$ cat config.mk
export PLATFORM = sky130hd
export DESIGN_NAME = puct_child_select
export DESIGN_NICKNAME = d
export VERILOG_FILES = /design/src/rtl/pcs_pkg.sv /design/src/rtl/puct_child_select.sv /design/src/rtl/pcs_front.sv /design/src/rtl/pcs_div.sv /design/src/rtl/pcs_sqrt.sv /design/src/rtl/pcs_back.sv
export SDC_FILE = /design/constraint.sdc
export NUM_CORES = 2
export LEC_CHECK = 0
export ABC_AREA = 1
export BUFFER_PORTS_ARGS = -buffer_cell sky130_fd_sc_hd__clkbuf_2
export CORE_ASPECT_RATIO = 0.75
export CORE_MARGIN = 4
export CORE_UTILIZATION = 55
export CTS_CLUSTER_SIZE = 40
export DETAILED_ROUTE_END_ITERATION = 6
export PLACE_DENSITY_LB_ADDON = 0.15
export SYNTH_ARGS = -nofsm -noshare
export SYNTH_HDL_FRONTEND = slang
export SYNTH_SLANG_ARGS = --single-unit
$ cat constraint.sdc
create_clock -name clk -period 12.8 [get_ports clk]
set_input_delay 2.56 -clock clk [delete_from_list [all_inputs] [get_ports clk]]
set_output_delay 2.56 -clock clk [all_outputs]
set_load 0.1 [all_outputs]
$ cat src/rtl/pcs_pkg.sv
package pcs_pkg;

    typedef struct packed {
        logic [31:0]        parent_visits;
        logic [31:0]        child_visits;
        logic signed [47:0] child_value_sum;
        logic [16:0]        prior;
        logic               last_child;
    } in_item_t;

    typedef struct packed {
        logic [7:0]         best_index;
        logic signed [47:0] win_score;
    } out_item_t;

    typedef enum logic [2:0] {
        ST_IDLE,
        ST_ROOT,
        ST_MUL,
        ST_QDIV,
        ST_TDIV,
        ST_UPDATE,
        ST_FINISH
    } back_state_t;

    localparam logic signed [47:0] SCORE_MIN = 48'sh8000_0000_0000;
    localparam logic signed [47:0] SCORE_MAX = 48'sh7FFF_FFFF_FFFF;
    localparam logic [15:0]        CFG_RESET = 16'd4096;

endpackage

$ cat src/rtl/puct_child_select.sv
// Children are handled one at a time: the first child of a group starts the 32-step square
// root of the parent visits; then come a product, a division of the value sum by the visits
// (skipped when the child has no visits) and a division for the exploration term, both
// 48-step on one shared divider. A two-entry queue takes transfers while a child is in work.
// Reset: asynchronous, active low; clears the queue, the group state and the output
// valid flag, and sets the exploration constant to 1.0.
module puct_child_select #(
    parameter int MAX_CHILDREN = 256
) (
    input  logic               clk,
    input  logic               rst_n,
    input  logic               in_valid,
    output logic               in_stall,
    input  pcs_pkg::in_item_t  in_item,
    output logic               out_valid,
    input  logic               out_stall,
    output pcs_pkg::out_item_t out_item,
    input  logic               cfg_write_en,
    input  logic [15:0]        cfg_write_data
);

    logic [15:0]       cfg_reg;
    logic              q_valid;
    logic              pop;
    pcs_pkg::in_item_t q_item;

    always_ff @(posedge clk or negedge rst_n)
    begin
        if (!rst_n)
        begin
            cfg_reg <= pcs_pkg::CFG_RESET;
        end
        else if (cfg_write_en)
        begin
            cfg_reg <= cfg_write_data;
        end
    end

    pcs_front u_front (
        .clk      (clk),
        .rst_n    (rst_n),
        .in_valid (in_valid),
        .in_stall (in_stall),
        .in_item  (in_item),
        .pop      (pop),
        .q_valid  (q_valid),
        .q_item   (q_item)
    );

    pcs_back #(
        .MAX_CHILDREN (MAX_CHILDREN)
    ) u_back (
        .clk       (clk),
        .rst_n     (rst_n),
        .expl_c    (cfg_reg),
        .q_valid   (q_valid),
        .q_item    (q_item),
        .pop       (pop),
        .out_valid (out_valid),
        .out_stall (out_stall),
        .out_item  (out_item)
    );

endmodule

$ cat src/rtl/pcs_front.sv
module pcs_front (
    input  logic              clk,
    input  logic              rst_n,
    input  logic              in_valid,
    output logic              in_stall,
    input  pcs_pkg::in_item_t in_item,
    input  logic              pop,
    output logic              q_valid,
    output pcs_pkg::in_item_t q_item
);

    pcs_pkg::in_item_t entry_reg [2];
    logic       wr_ptr_reg, wr_ptr_next;
    logic       rd_ptr_reg, rd_ptr_next;
    logic [1:0] count_reg, count_next;
    logic       push;

    assign in_stall = (count_reg == 2'd2);
    assign push     = in_valid && !in_stall;
    assign q_valid  = (count_reg != 2'd0);
    assign q_item   = entry_reg[rd_ptr_reg];

    always_comb
    begin
        wr_ptr_next = push ? ~wr_ptr_reg : wr_ptr_reg;
        rd_ptr_next = pop ? ~rd_ptr_reg : rd_ptr_reg;
        count_next  = count_reg + 2'(push) - 2'(pop);
    end

    always_ff @(posedge clk or negedge rst_n)
    begin
        if (!rst_n)
        begin
            wr_ptr_reg <= 1'b0;
            rd_ptr_reg <= 1'b0;
            count_reg  <= 2'd0;
        end
        else
        begin
            wr_ptr_reg <= wr_ptr_next;
            rd_ptr_reg <= rd_ptr_next;
            count_reg  <= count_next;
        end
    end

    always_ff @(posedge clk)
    begin
        if (push)
        begin
            entry_reg[wr_ptr_reg] <= in_item;
        end
    end

endmodule

$ cat src/rtl/pcs_div.sv
module pcs_div (
    input  logic        clk,
    input  logic        rst_n,
    input  logic        start,
    input  logic [47:0] dividend,
    input  logic [32:0] divisor,
    output logic        done,
    output logic [47:0] quotient
);

    logic [32:0] rem_reg, rem_next;
    logic [47:0] quo_reg, quo_next;
    logic [32:0] dvs_reg, dvs_next;
    logic [5:0]  cnt_reg, cnt_next;
    logic        busy_reg, busy_next;
    logic        done_reg, done_next;
    logic [33:0] trial;
    logic [33:0] diff;
    logic        ge;

    assign trial    = {rem_reg, quo_reg[47]};
    assign diff     = trial - {1'b0, dvs_reg};
    assign ge       = (trial >= {1'b0, dvs_reg});
    assign done     = done_reg;
    assign quotient = quo_reg;

    always_comb
    begin
        rem_next  = rem_reg;
        quo_next  = quo_reg;
        dvs_next  = dvs_reg;
        cnt_next  = cnt_reg;
        busy_next = busy_reg;
        done_next = 1'b0;
        if (start)
        begin
            rem_next  = 33'd0;
            quo_next  = dividend;
            dvs_next  = divisor;
            cnt_next  = 6'd47;
            busy_next = 1'b1;
        end
        else if (busy_reg)
        begin
            rem_next = ge ? diff[32:0] : trial[32:0];
            quo_next = {quo_reg[46:0], ge};
            cnt_next = cnt_reg - 6'd1;
            if (cnt_reg == 6'd0)
            begin
                busy_next = 1'b0;
                done_next = 1'b1;
            end
        end
    end

    always_ff @(posedge clk or negedge rst_n)
    begin
        if (!rst_n)
        begin
            busy_reg <= 1'b0;
            done_reg <= 1'b0;
            cnt_reg  <= 6'd0;
        end
        else
        begin
            busy_reg <= busy_next;
            done_reg <= done_next;
            cnt_reg  <= cnt_next;
        end
    end

    always_ff @(posedge clk)
    begin
        rem_reg <= rem_next;
        quo_reg <= quo_next;
        dvs_reg <= dvs_next;
    end

endmodule

$ cat src/rtl/pcs_sqrt.sv
module pcs_sqrt (
    input  logic        clk,
    input  logic        rst_n,
    input  logic        start,
    input  logic [31:0] count,
    output logic        done,
    output logic [31:0] root
);

    logic [63:0] x_reg, x_next;
    logic [34:0] rem_reg, rem_next;
    logic [31:0] root_reg, root_next;
    logic [4:0]  cnt_reg, cnt_next;
    logic        busy_reg, busy_next;
    logic        done_reg, done_next;
    logic [34:0] r;
    logic [34:0] trial;

    assign r     = {rem_reg[32:0], x_reg[63:62]};
    assign trial = {1'b0, root_reg, 2'b01};
    assign done  = done_reg;
    assign root  = root_reg;

    always_comb
    begin
        x_next    = x_reg;
        rem_next  = rem_reg;
        root_next = root_reg;
        cnt_next  = cnt_reg;
        busy_next = busy_reg;
        done_next = 1'b0;
        if (start)
        begin
            x_next    = {count, 32'd0};
            rem_next  = 35'd0;
            root_next = 32'd0;
            cnt_next  = 5'd31;
            busy_next = 1'b1;
        end
        else if (busy_reg)
        begin
            x_next = {x_reg[61:0], 2'b00};
            if (r >= trial)
            begin
                rem_next  = r - trial;
                root_next = {root_reg[30:0], 1'b1};
            end
            else
            begin
                rem_next  = r;
                root_next = {root_reg[30:0], 1'b0};
            end
            cnt_next = cnt_reg - 5'd1;
            if (cnt_reg == 5'd0)
            begin
                busy_next = 1'b0;
                done_next = 1'b1;
            end
        end
    end

    always_ff @(posedge clk or negedge rst_n)
    begin
        if (!rst_n)
        begin
            busy_reg <= 1'b0;
            done_reg <= 1'b0;
            cnt_reg  <= 5'd0;
        end
        else
        begin
            busy_reg <= busy_next;
            done_reg <= done_next;
            cnt_reg  <= cnt_next;
        end
    end

    always_ff @(posedge clk)
    begin
        x_reg    <= x_next;
        rem_reg  <= rem_next;
        root_reg <= root_next;
    end

endmodule

$ cat src/rtl/pcs_back.sv
module pcs_back #(
    parameter int MAX_CHILDREN = 256
) (
    input  logic               clk,
    input  logic               rst_n,
    input  logic [15:0]        expl_c,
    input  logic               q_valid,
    input  pcs_pkg::in_item_t  q_item,
    output logic               pop,
    output logic               out_valid,
    input  logic               out_stall,
    output pcs_pkg::out_item_t out_item
);

    localparam int LIMIT = (MAX_CHILDREN > 256) ? 256 : MAX_CHILDREN;

    pcs_pkg::back_state_t state_reg, state_next;
    pcs_pkg::in_item_t    item_reg;
    pcs_pkg::out_item_t   out_reg;
    logic [20:0]          cp_reg;
    logic [31:0]          root_reg;
    logic [52:0]          num_reg;
    logic signed [48:0]   q_reg;
    logic [47:0]          term_reg;
    logic signed [47:0]   lead_score_reg;
    logic [7:0]           best_idx_reg;
    logic [8:0]           pos_reg;
    logic                 open_reg;
    logic                 out_full_reg;

    logic                 sqrt_start, sqrt_done;
    logic [31:0]          sqrt_root;
    logic                 div_start, div_done;
    logic [47:0]          div_dividend, div_quot;
    logic [32:0]          div_divisor;
    logic [32:0]          prod_cp;
    logic [47:0]          w_abs;
    logic signed [48:0]   q_val;
    logic signed [49:0]   diff;
    logic signed [47:0]   score;
    logic                 n_zero;

    assign pop       = (state_reg == pcs_pkg::ST_IDLE) && q_valid;
    assign out_valid = out_full_reg;
    assign out_item  = out_reg;
    assign n_zero    = (item_reg.child_visits == 32'd0);
    assign prod_cp   = expl_c * q_item.prior;
    assign w_abs     = item_reg.child_value_sum[47] ? (48'd0 - item_reg.child_value_sum)
                                                    : item_reg.child_value_sum;
    assign q_val     = item_reg.child_value_sum[47] ? (49'sd0 - signed'({1'b0, div_quot}))
                                                    : signed'({1'b0, div_quot});
    assign diff      = signed'({2'b00, term_reg}) - 50'(q_reg);

    always_comb
    begin
        if (diff > 50'(pcs_pkg::SCORE_MAX))
        begin
            score = pcs_pkg::SCORE_MAX;
        end
        else if (diff < 50'(pcs_pkg::SCORE_MIN))
        begin
            score = pcs_pkg::SCORE_MIN;
        end
        else
        begin
            score = diff[47:0];
        end
    end

    always_comb
    begin
        state_next   = state_reg;
        sqrt_start   = 1'b0;
        div_start    = 1'b0;
        div_dividend = w_abs;
        div_divisor  = {1'b0, item_reg.child_visits};
        case (state_reg)
            pcs_pkg::ST_IDLE:
            begin
                if (pop)
                begin
                    sqrt_start = !open_reg;
                    state_next = open_reg ? pcs_pkg::ST_MUL : pcs_pkg::ST_ROOT;
                end
            end
            pcs_pkg::ST_ROOT:
            begin
                if (sqrt_done)
                begin
                    state_next = pcs_pkg::ST_MUL;
                end
            end
            pcs_pkg::ST_MUL:
            begin
                if (pos_reg < 9'(LIMIT))
                begin
                    div_start  = !n_zero;
                    state_next = pcs_pkg::ST_QDIV;
                end
                else
                begin
                    state_next = pcs_pkg::ST_FINISH;
                end
            end
            pcs_pkg::ST_QDIV:
            begin
                if (n_zero || div_done)
                begin
                    div_start    = 1'b1;
                    div_dividend = {11'd0, num_reg[52:16]};
                    div_divisor  = {1'b0, item_reg.child_visits} + 33'd1;
                    state_next   = pcs_pkg::ST_TDIV;
                end
            end
            pcs_pkg::ST_TDIV:
            begin
                if (div_done)
                begin
                    state_next = pcs_pkg::ST_UPDATE;
                end
            end
            pcs_pkg::ST_UPDATE:
            begin
                state_next = pcs_pkg::ST_FINISH;
            end
            pcs_pkg::ST_FINISH:
            begin
                if (!(item_reg.last_child && out_full_reg))
                begin
                    state_next = pcs_pkg::ST_IDLE;
                end
            end
            default:
            begin
                state_next = pcs_pkg::ST_IDLE;
            end
        endcase
    end

    always_ff @(posedge clk or negedge rst_n)
    begin
        if (!rst_n)
        begin
            state_reg      <= pcs_pkg::ST_IDLE;
            open_reg       <= 1'b0;
            out_full_reg   <= 1'b0;
            pos_reg        <= 9'd0;
            best_idx_reg   <= 8'd0;
            lead_score_reg <= pcs_pkg::SCORE_MIN;
            root_reg       <= 32'd0;
        end
        else
        begin
            state_reg <= state_next;
            if (out_full_reg && !out_stall)
            begin
                out_full_reg <= 1'b0;
            end
            if (state_reg == pcs_pkg::ST_ROOT && sqrt_done)
            begin
                root_reg       <= sqrt_root;
                lead_score_reg <= pcs_pkg::SCORE_MIN;
                best_idx_reg   <= 8'd0;
                pos_reg        <= 9'd0;
                open_reg       <= 1'b1;
            end
            if (state_reg == pcs_pkg::ST_UPDATE)
            begin
                if (score > lead_score_reg)
                begin
                    lead_score_reg <= score;
                    best_idx_reg   <= pos_reg[7:0];
                end
                pos_reg <= pos_reg + 9'd1;
            end
            if (state_reg == pcs_pkg::ST_FINISH && item_reg.last_child && !out_full_reg)
            begin
                out_full_reg <= 1'b1;
                open_reg     <= 1'b0;
            end
        end
    end

    always_ff @(posedge clk)
    begin
        if (pop)
        begin
            item_reg <= q_item;
            cp_reg   <= prod_cp[32:12];
        end
        if (state_reg == pcs_pkg::ST_MUL)
        begin
            num_reg <= cp_reg * root_reg;
        end
        if (state_reg == pcs_pkg::ST_QDIV)
        begin
            q_reg <= n_zero ? 49'sd0 : q_val;
        end
        if (state_reg == pcs_pkg::ST_TDIV && div_done)
        begin
            term_reg <= div_quot;
        end
        if (state_reg == pcs_pkg::ST_FINISH && item_reg.last_child && !out_full_reg)
        begin
            out_reg.best_index <= best_idx_reg;
            out_reg.win_score  <= lead_score_reg;
        end
    end

    pcs_sqrt u_sqrt (
        .clk   (clk),
        .rst_n (rst_n),
        .start (sqrt_start),
        .count (q_item.parent_visits),
        .done  (sqrt_done),
        .root  (sqrt_root)
    );

    pcs_div u_div (
        .clk      (clk),
        .rst_n    (rst_n),
        .start    (div_start),
        .dividend (div_dividend),
        .divisor  (div_divisor),
        .done     (div_done),
        .quotient (div_quot)
    );

endmodule

# Word level (Yosys, flattened, before mapping)
# Memory sizes are Yosys's and may differ from the RTL's.
# Index checks and enable logic that the tools add are counted.
# totals
register_bits,656
latchBits,0
ramBits,260
mem_bits_ro,0
input_bits,151
memories,1
# mem_list
name,depth,width,rd,rd_clocked_by_memory_dff,wr,line_no,text
u_front.entry_reg,2,130,1,0,1,pcs_front.sv:12,pcs_pkg::in_item_t entry_reg [2];
# op_classes
addsub,11
multipliers,2
n_div,0
order_cmp,6
eq_ne,12
shift,0
n_mux,58
n_bitwise,3
n_reduce_logical,27
# ops
op,count
two-way mux 48 bit,11
two-way mux 64 bit,2
two-way mux 33 bit,2
subtractor 33 bit,2
two-way mux 32 bit,2
multiplier 21 x 32 -> 53 bit,1
"> comparator 50 x 48 -> 1 bit, second input constant",1
"< comparator 50 x 48 -> 1 bit, second input constant",1
subtractor 49 x 49 -> 50 bit,1
"subtractor 1 x 48 -> 49 bit, first input constant",1
> comparator 48 bit,1
"subtractor 1 x 48 -> 48 bit, first input constant",1
>= comparator 35 x 34 -> 1 bit,1
>= comparator 34 x 33 -> 1 bit,1
"adder 32 x 1 -> 33 bit, second input constant",1
multiplier 16 x 17 -> 33 bit,1
zero test 32 bit,1
two-way mux 8 bit,3
two-way mux 1 bit,23
case mux 3 bit (7 select lines),1
two-way mux 3 bit,6
two-way mux 9 bit,2
two-way mux 6 bit,2
nonzero test 2 bit,6
other kinds (25),45

# Depth between registers and ports, before layout
# logic_depth
ltp_word,7
ltp_mapped,38
depth_no_buf,35

# By module
# Synthesis repeated with hierarchy kept, for this count alone.
# unflattened
cells_unflattened,9232
area_unflattened_um2,77225.3
# by_module_without_submodules
module,n_inst,cells_each,area_per_inst_um2,seq_area_each_um2
pcs_back,1,6340,52021.1,11322.1
pcs_front,1,707,10143.5,7907.6
pcs_div,1,1082,7687.4,3293.2
pcs_sqrt,1,1035,6727.7,2437.3
puct_child_select,1,68,645.6,401.6

# Least setup slack after synthesis
# Ideal clock, no wire load.
# synth_timing
path_kind,input to register
start,input in_valid
end,memory u_front.entry_reg[1][0] (netlist bit) (enable)
arrival_time_ns,8.123
t_required_ns,12.177
slack_ns,4.054
cell_stages,2
n_path_buf,0
path_cell_list,o21ai_0 nor2_1
# synth_via
elab_chain_len,3
# synth_rtl
element,line_no,text
start: declaration,puct_child_select.sv:12,"input logic in_valid,"
logical AND 1 bit,pcs_front.sv:19,assign push = in_valid && !in_stall;
two-way mux 1 bit,pcs_front.sv:48,if (push)
two-way mux 1 bit (not written as such),pcs_front.sv:50,entry_reg[wr_ptr_reg] <= in_item;
end: declaration,pcs_front.sv:12,
# Every way passes these cells.

# Worst setup path in the final report
# layout_timing
start,register u_back.root_reg[6]
end,register u_back.num_reg[26] (data pin)
# layout_via
elab_chain_len,1
# layout_rtl
element,line_no,text
start: declaration,pcs_back.sv:21,logic [31:0] root_reg;
start signal: assignment,pcs_back.sv:161,root_reg <= sqrt_root;
multiplier 21 x 32 -> 53 bit,pcs_back.sv:193,num_reg <= cp_reg * root_reg;
end signal: assignment,pcs_back.sv:193,
end: declaration,pcs_back.sv:22,logic [52:0] num_reg;
# Every way passes these cells.
# A chain may end at the register's enable or synchronous reset.

==> out/metrics.cfg <==
[status]
status = complete, no violations

[timing]
clock_skew_ps = 34.4
tightest_slew_ps = 1260
hold_violations = 0
whs_ps = 446
period_share = 0.620
post-route-min-period_ps = 7940
relSlewSlack = 0.159
setup_tns_ps = 0
timing.final.ws_setup_ps = 4860
fmax_mhz = 126
setup_viol = 0
slew_viol_final = 0
rsz0062_at_grt = no

[clock_network]
post_cts_buffers = 0
post_cts_resize_count = 0
htree_levels = 3
cts_root_buf = clkbuf_16
clockBufferDepth = 3
cts_tree = built
clkTransAtPathRegs_ps = 60
cts_made_buffers = 95
ctsHoldBuffers = 0
clk_latency_ps = 720
cts.sinks = 900

[cells_and_area]
synthToLayoutAreaGrowth_pct = 7.58
drive_gt1_frac = 0.0582
nNetsFinal = 10600
fillers = 12500
finalInstanceArea_um2 = 83000
largest_reg_flops = 260
final_cells = 11200
multiInputGateArea_um2 = 43600
final-seq-area_um2 = 25400

[worst_setup_path]
worstPathRequired_ps = 13280
slowest_stage = dfrtp_1
worstPathMaxFanout = 22
crit_start = u_back.root_reg[6]$_DFFE_PN0P_
rr_endpoint = u_back.num_reg[26]$_DFFE_PP_
endpoint = u_back.num_reg[26]$_DFFE_PP_
critical_path_class = flip-flop to flip-flop
critPathLaunchType = flip-flop
reg2reg_slack_ps = 4860
cp.arrival_ps = 8410
regToRegStartpoint = u_back.root_reg[6]$_DFFE_PN0P_
cp_cell_sequence = nand2_1 -> fa_1 -> inv_1 -> fa_1 -> inv_1 -> fa_1 -> inv_1 -> fa_1 -> inv_1 -> fa_1 -> inv_1 -> fa_1 -> fa_1 -> ha_1 -> a21oi_1 -> inv_1 -> a21oi_1 -> inv_1 -> a21oi_1 -> o21ai_0 -> a21oi_1 -> o21ai_0 -> xor2_1
worstRegToRegCells = 23
end_kind = flip-flop
max_stage_delay_ps = 1180

[placement]
dp_cells = 11000
portBuffers = 208
detailed_place_hpwl_mm = 171
post_dp_cell_area_um2 = 79800
pre_cts_ws_ps = 5030
place_congestion = 0.969

[synthesis]
synth.top_cells.by_count = nand2_1, inv_1, fa_1
ys_types = 63
synth_edf_count = 665
yosysSeqAreaShare = 0.329
synth_top_area_frac = 0.259
netlist_area_um2 = 77100
synth_top_area_cell = edfxtp_1
async_flop_share = 0.152
ys.flop_type = edfxtp_1
yosys_warnings = 0
synth_cells = 9214
avgSynthCellArea_um2 = 8.37
yosys.cell_count.top_type = nand2_1
ys_ff_latch = 900
syn_nets = 10600
synth.area.top_cells = edfxtp_1, fa_1, nand2_1

[grt]
grt_max_degree = 82
grt_pass1_vias = 62100
grt_pass1_wl_mm = 350
grt_overflow_total = 0
grt_usage = 0.305
antenna_found_initial = 7

[job]
maxCapViolations = 0

[detailed_routing]
routed_wl_mm = 220
firstDrtPassIters = 6
drt_iter0_drc = 5531
vias = 61300
wl_per_cell_um = 19.6
viasPerCell = 5.46
drc_errors = 0
antenna_left = 0

[power]
power.density_nw_per_um2 = 164
max-vdd-ir-drop_mv = 0.481
power.leakage_nw = 41.2

[floorplanning]
fp.dieW_um = 440
fp.dieH_um = 332
coreArea_um2 = 139000
initial_utilization = 0.556
ioPinCount = 209
row_count = 118
die_area_um2 = 146000

[min_path]
hp-class = flip-flop to flip-flop

-- per-layer routing --
layer	part of all wire	vias up	GRT usage
li1	-	28800	-
met1	0.45	29900	0.453
met2	0.44	2279	0.469
met3	0.080	307	0.0556
met4	0.023	4	0.0665
met5	0.00010	-	0
-- kinds of logic (layout without fill, tap and decap cells) --
family          Yosys count  count (layout)  synth area share
compound gates          948             948            0.0698
xor+xnor                193             193            0.0219
fa+ha+maj              1211            1211             0.272
buf+inv                2142            2291             0.106
flops                   900             900             0.329
other cells               0               3                 0
simple gates           3820            3820             0.201
-- where the power goes --
part,total [mW],internal [mW],switching (mW)
Clock,2.84,1.62,1.22
Combinational,7.02,2.40,4.62
Sequential,3.71,3.64,0.0655
-- per-stage QoR --
| step | total power, mW | util |
|---|---|---|
| 3_5_place_dp | 10.7 | 0.575 |
| 4_1_cts | 13.6 | 0.598 |
| 3_3_place_gp | 10.7 | 0.575 |
| 6_report | 13.6 | 0.598 |
| 5_1_grt | 14.7 | 0.598 |
| 2_1_floorplan | 8.74 | - |
-- critical path: cells and delay by family, from the launching register on --
kind | cells | cell delay, ps
simple gates | 1 | 190
compound gates | 6 | 1520
buf+inv | 7 | 430
fa+ha+maj | 8 | 3950
xor+xnor | 1 | 420
flops | 1 | 1180
-- layout by cell type, fill, tap and decap left out, drive strengths merged, types with 3 or more instances in the layout --
cell	count
a211oi	4
a21boi	11
a21o	21
a21oi	325
a22oi	34
a31oi	18
and2	4
buf	67
bufinv	7
clkbuf	333
clkinv	45
clkinvlp	4
dfrtp	135
dfxtp	98
diode	3
edfxtp	665
fa	775
ha	436
inv	1835
nand2	2566
nand3	288
nand3b	12
nand4	77
nor2	684
nor3	107
nor4	28
o2111ai	3
o211ai	48
o21a	18
o21ai	362
o21bai	35
o221ai	5
o22ai	20
o31ai	37
or2	51
xnor2	48
xor2	145
-- area by class of cell --
cell class	count	area share
inverter	1843	0.0834
multi-input combinational	6172	0.526
antenna	3	0.0000905
clock inverter	48	0.00618
tap	1860	0.0281
clock buffer	126	0.0322
timing repair buffer	274	0.0186
sequential	900	0.306
-- worst min path at each step --
stage	slack, ps	cells past startpoint	startpoint	to
floorplan	430	0	u_back.best_idx_reg[0]$_DFF_PN0_	u_back.out_item[48]$_DFFE_PP_
global placement	440	0	u_back.best_idx_reg[1]$_DFF_PN0_	u_back.out_item[49]$_DFFE_PP_
detailed placement	430	0	u_back.best_idx_reg[6]$_DFF_PN0_	u_back.out_item[54]$_DFFE_PP_
CTS	440	0	u_back.best_idx_reg[6]$_DFF_PN0_	u_back.out_item[54]$_DFFE_PP_
global route	460	0	u_back.best_idx_reg[1]$_DFF_PN0_	u_back.out_item[49]$_DFFE_PP_
finish	450	0	u_back.best_idx_reg[6]$_DFF_PN0_	u_back.out_item[54]$_DFFE_PP_
(Power assumes the default switching activity.)
